File: config.mk
export PLATFORM = sky130hd
export DESIGN_NAME = fehm_ctrl
export DESIGN_NICKNAME = d
export VERILOG_FILES = /design/src/hdl/fehm_pkg.sv /design/src/hdl/fehm_ctrl.sv
export SDC_FILE = /design/constraint.sdc
export NUM_CORES = 1
export LEC_CHECK = 0
export ABC_AREA = 0
export BUFFER_PORTS_ARGS = -buffer_cell sky130_fd_sc_hd__buf_2
export CORE_AREA = 10 10 47 49
export DETAILED_ROUTE_END_ITERATION = 8
export DIE_AREA = 0 0 57 59
export PLACE_DENSITY = 0.31
export SLEW_MARGIN = 0
export SYNTH_ARGS = -nofsm -noshare
export SYNTH_HDL_FRONTEND = slang
export SYNTH_SLANG_ARGS = --single-unit
File: constraint.sdc
create_clock -name clk -period 1.91 [get_ports clk]
set_clock_uncertainty 0.1 [all_clocks]
set_input_delay 0.573 -clock clk [delete_from_list [all_inputs] [get_ports clk]]
set_output_delay 0.573 -clock clk [all_outputs]
set_load 0.01 [all_outputs]
File: src/hdl/fehm_pkg.sv
// fehm_pkg: shared types, constants and color palette for the fire heat map
// depends on nothing; used by fehm_ctrl, fehm_datapath and fire_effect_heat_map

package fehm_pkg;

	localparam int MAP_WIDTH  = 32;
	localparam int MAP_HEIGHT = 32;
	localparam int MAP_CELLS  = MAP_WIDTH * MAP_HEIGHT;
	localparam int ADDR_W     = $clog2(MAP_CELLS);
	localparam int SROW_W     = $clog2(MAP_HEIGHT);

	localparam int OP_W   = 2;
	localparam int COL_W  = 5;
	localparam int ROW_W  = 5;
	localparam int HEAT_W = 6;
	localparam int CHAN_W = 8;

	localparam logic [HEAT_W-1:0] HEAT_MAX  = HEAT_W'(36);
	localparam logic [ROW_W-1:0]  FIRST_ROW = ROW_W'(4);

	typedef enum logic [OP_W-1:0] {
		OP_CLEAR   = 2'd0,
		OP_ADVANCE = 2'd1,
		OP_READ    = 2'd2,
		OP_NONE    = 2'd3
	} op_t;

	typedef enum logic [1:0] {
		ST_INIT,
		ST_IDLE,
		ST_CLEAR,
		ST_FINISH
	} state_t;

	typedef struct packed {
		logic capture;
		logic sweep_step;
		logic finish;
	} cmd_t;

	typedef struct packed {
		logic sweep_done;
		logic out_free;
	} status_t;

	function automatic logic [3*CHAN_W-1:0] palette(input logic [HEAT_W-1:0] h);
		logic [3*CHAN_W-1:0] c;
		case (h)
			6'd0:    c = 24'h070707;
			6'd1:    c = 24'h1F0707;
			6'd2:    c = 24'h2F0F07;
			6'd3:    c = 24'h470F07;
			6'd4:    c = 24'h571707;
			6'd5:    c = 24'h671F07;
			6'd6:    c = 24'h771F07;
			6'd7:    c = 24'h8F2707;
			6'd8:    c = 24'h9F2F07;
			6'd9:    c = 24'hAF3F07;
			6'd10:   c = 24'hBF4707;
			6'd11:   c = 24'hC74707;
			6'd12:   c = 24'hDF4F07;
			6'd13:   c = 24'hDF5707;
			6'd14:   c = 24'hDF5707;
			6'd15:   c = 24'hD75F07;
			6'd16:   c = 24'hD75F07;
			6'd17:   c = 24'hD7670F;
			6'd18:   c = 24'hCF6F0F;
			6'd19:   c = 24'hCF770F;
			6'd20:   c = 24'hCF7F0F;
			6'd21:   c = 24'hCF8717;
			6'd22:   c = 24'hC78717;
			6'd23:   c = 24'hC78F17;
			6'd24:   c = 24'hC7971F;
			6'd25:   c = 24'hBF9F1F;
			6'd26:   c = 24'hBF9F1F;
			6'd27:   c = 24'hBFA727;
			6'd28:   c = 24'hBFA727;
			6'd29:   c = 24'hBFAF2F;
			6'd30:   c = 24'hB7AF2F;
			6'd31:   c = 24'hB7B72F;
			6'd32:   c = 24'hB7B737;
			6'd33:   c = 24'hCFCF6F;
			6'd34:   c = 24'hDFDF9F;
			6'd35:   c = 24'hEFEFC7;
			default: c = 24'hFFFFFF;
		endcase
		return c;
	endfunction

endpackage

File: src/hdl/fehm_ctrl.sv
// fehm_ctrl: state machine sequencing clearing sweeps, memory access and result hand-off
// depends on fehm_pkg

module fehm_ctrl (
	input  logic                   clk,
	input  logic                   arst_n,
	input  logic                   item_valid,
	input  logic [1:0]             operation,
	input  fehm_pkg::status_t      status,
	output logic                   item_ready,
	output fehm_pkg::cmd_t         cmd
);
	import fehm_pkg::*;

	state_t state_q;
	state_t state_d;

	always_ff @(posedge clk or negedge arst_n) begin
		if (!arst_n) begin
			state_q <= ST_INIT;
		end else begin
			state_q <= state_d;
		end
	end

	always_comb begin
		state_d    = state_q;
		item_ready = 1'b0;
		cmd        = '0;
		case (state_q)
			ST_INIT: begin
				cmd.sweep_step = 1'b1;
				if (status.sweep_done) begin
					state_d = ST_IDLE;
				end
			end
			ST_IDLE: begin
				item_ready = 1'b1;
				if (item_valid) begin
					cmd.capture = 1'b1;
					if (op_t'(operation) == OP_CLEAR) begin
						state_d = ST_CLEAR;
					end else begin
						state_d = ST_FINISH;
					end
				end
			end
			ST_CLEAR: begin
				cmd.sweep_step = 1'b1;
				if (status.sweep_done) begin
					state_d = ST_FINISH;
				end
			end
			ST_FINISH: begin
				if (status.out_free) begin
					cmd.finish = 1'b1;
					state_d    = ST_IDLE;
				end
			end
			default: begin
				state_d = ST_INIT;
			end
		endcase
	end

endmodule

Word-level counts from Yosys, hierarchy flattened
Index checks and enable logic that the tools add are counted.

word-level totals
  bits in registers = 2
  input port bits = 7
  output and inout bits = 4
  logic and storage cells = 24

cells by class
  eq/ne operators = 7
  muxes and demuxes = 12
  reduce and logical (&&, ||, !) cells = 4

operators by type and width
  kind                  count
  $mux W2               4
  $ne A2 B2 Y1 const B  4
  $pmux W2 S4           1
  $mux W1               7
  $eq A2 B2 Y1 const B  2
  $logic_not A2 Y1      2
  $reduce_and A4 Y1     1
  $eq A2 B1 Y1 const B  1
  $reduce_or A2 Y1      1

Longest topological paths before layout
  depth after elaboration = 4
  depth in mapped cells = 5
  gate-level depth less buffers = 5

Least setup slack after synthesis
Ideal clock, no wire load.

  path kind = flip-flop to output port
  start = register state_q[1]
  end = output port cmd[2] (netlist name)
  data arrival time = 0.874 ns
  required time = 1.237 ns
  slack = 0.363 ns
  stages on the path, launching flop included = 4
  path buffers = 0
  cells stage by stage = dfrtp_1 -> inv_1 -> ha_1 -> and2_1

RTL lines
  item                    RTL line         text
  start, declared         fehm_ctrl.sv:15  state_t state_q;
  start signal, assigned  fehm_ctrl.sv:22  state_q <= state_d;
  end, declared           fehm_ctrl.sv:11  output fehm_pkg::cmd_t cmd

==> impl_metrics.yaml <==
pwr:
  p_sw_frac: 0.376
  p_sw_uw: 186
  seq_power_share: 0.177
  leakage_nw: 0.173
  peakVddDrop_mv: 0.330
  power.share.clock: 0.185
  internal_power_uw: 310
  power_uw: 496
  pwr-share-comb: 0.638
  powerDensity_nw_per_um2: 1640
floorplanning:
  ioPinCount: 11
  core_um2: 1400
  die_h_um: 59
  rows: 14
  start_util: 0.138
  die-area_um2: 3360
  dieWidth_um: 57
global_route:
  grt_pass1_wl_um: 862
  grt_pass1_vias: 206
  grt_max_degree: 5
  busiest_layer: "met2"
  antenna_found_initial: 0
  grtUsageMet3: 0.0279
  grt_use_met1: 0.0310
  grtUsageTotal: 0.0350
  grt_overflow: 0
  use_met2: 0.0512
cells_and_area:
  area_growth_pct: 55.5
  ff_latch_area_um2: 50.0
  largest_reg_flops: 2
  drive_above_1_share: 0.559
  diodes: 0
  final_nets: 47
  biggestRegsByFlops: "state_q (2)"
  top_register: "state_q"
  multiInputGateArea_um2: 129
  fillers: 169
clock_network:
  htreeDepth: 1
  clock_sinks: 2
  root_buffer: "clkbuf_4"
  hold_buffers: 0
  clk_latency_ns: 0.22
  cts.path.max_buffers: 2
  cts_tree: "done"
  clk_pin_slew_ns: 0.03
  numCtsBuffers: 3
setup_path:
  end_kind: "output pin"
  r2r-start: "state_q[0]"
  crit_start: "state_q[1]"
  cp-start-kind: "flop"
  crit_arrival_ns: 1.17
  cp.required_ns: 1.24
  cp_max_fo: 4
  worst-setup-path-type: "flop to output pin"
status:
  status: "finished clean"
logic_synthesis:
  ys_seq_area_frac: 0.258
  synth_nets: 30
  yosysUniqueCellTypes: 11
  syn_inst: 19
  synthTopCellsByArea: "dfrtp_1 (26%), ha_1 (26%), inv_1 (7.7%), mux2_4 (7.7%), o221ai_2 (7.7%)"
  ys_ff_latch: 2
  synth_top_cell_by_area: "dfrtp_1"
  synth.top_cell.area_share: 0.258
  ys_warn_count: 0
  synth_area_um2: 194
  syn_area_per_cell_um2: 10.2
place:
  place.gp.congestion: 0.665
  port-buffer-count: 10
sta:
  slew_violations: 0
  finalSetupTns_ns: 0
  finalCritPeriodShare: 0.965
  hold_viol: 0
  fmax_mhz: 542
  period_needed_ns: 1.84
  fin_hold_ws_ns: 0.0270
  setup_violations: 0
  relSlewSlack: 0.847
  tightest_slew_ns: 0.229
  rsz0062_at_grt: "true"
detailed_routing:
  routed_via_density: 3.60
  routed_wl_um: 489
  drt_iter0_markers: 0
  via_count: 180
  drc_errors: 0
  ant_nets: 0
  wl_per_cell_um: 9.78
  dr.pass1.iters: 1
worst_hold_path:
  hp-class: "input pin to async pin"
job:
  max_cap_violations: 0
[path summary, 6_finish.rpt]
path	endpoint	slack, ns	cells past startpoint
min in group clk	state_q[0]	0.51	2
hold reg to reg	state_q[0]	0.51	2
setup / recovery	cmd[2]	0.07	4
hold / removal	state_q[1]	0.03	1
max in group asynchronous	state_q[0]	1.59	1
setup reg to reg	state_q[1]	0.35	6
[synth_stat cells]
cell type,number
ha_1,4
inv_1,4
and2_1,2
dfrtp_1,2
and3b_1,1
mux2_4,1
mux2i_1,1
nand2b_1,1
nor2_2,1
o21ai_0,1
o221ai_2,1
[cell families after synthesis]
family,Yosys count,synth area share
flip-flops,2,0.258
buffers and inverters,4,0.0774
adder cells (fa/ha/maj),4,0.258
multiplexers,2,0.129
AND/OR/NAND/NOR,5,0.174
AO/OA/AOI/OAI,2,0.103
[power by group through the flow]
stage	Combinational, mW	Clock (mW)	Sequential, mW
2_1_floorplan	0.216	0	0.0815
3_3_place_gp	0.292	0	0.0879
3_5_place_dp	0.293	0	0.0877
4_1_cts	0.295	0.0964	0.0876
5_1_grt	0.361	0.107	0.0923
6_report	0.316	0.0918	0.0880
[through the flow]
step	utilization	worst slack, ns	area, µm²	std cells
after floorplan	-	0.363	194	19
after global placement	0.188	0.260	264	45
after detailed placement	0.188	0.256	264	45
after CTS	0.204	0.0132	287	48
after global routing	0.215	-0.0247	302	50
final	0.215	0.0663	302	50
[per-layer routing]
metal	wire length, µm	part of all wire	up-vias
met4	0	0	0
met5	0	0	-
met1	205	0.42	80
met3	37	0.076	0
li1	-	-	93
met2	246	0.50	7
[layout by cell type, fill, tap and decap left out]
cell type   n
and2_1      2
and3b_1     1
buf_2      10
buf_4       2
clkbuf_4    3
dfrtp_1     2
ha_1        4
inv_1       3
inv_2       1
mux2_4      1
mux2i_1     1
nand2b_1    1
nor2_2      1
o21ai_0     1
o221ai_2    1
[what timing repair did]
action | CTS | global route
setup buffers | 0 | 2
endpoints found under the setup margin | 0 | 2
gates resized for setup | 0 | 1
endpoints found under the hold margin | 0 | 0
[worst max-delay path, stage by stage, from the launching register on]
cell and delay (ns):
dfrtp_1 0.38, inv_1 0.08, ha_1 0.21, and2_1 0.14, buf_2 0.13
[area by class of cell]
cell class | count | area share
multi-input cells | 13 | 0.427
flip-flops and latches | 2 | 0.166
well taps | 16 | 0.0664
clock buffers | 3 | 0.0747
repair buffers | 12 | 0.216
inverters | 4 | 0.0498
Power figures use the tool's default switching activity.
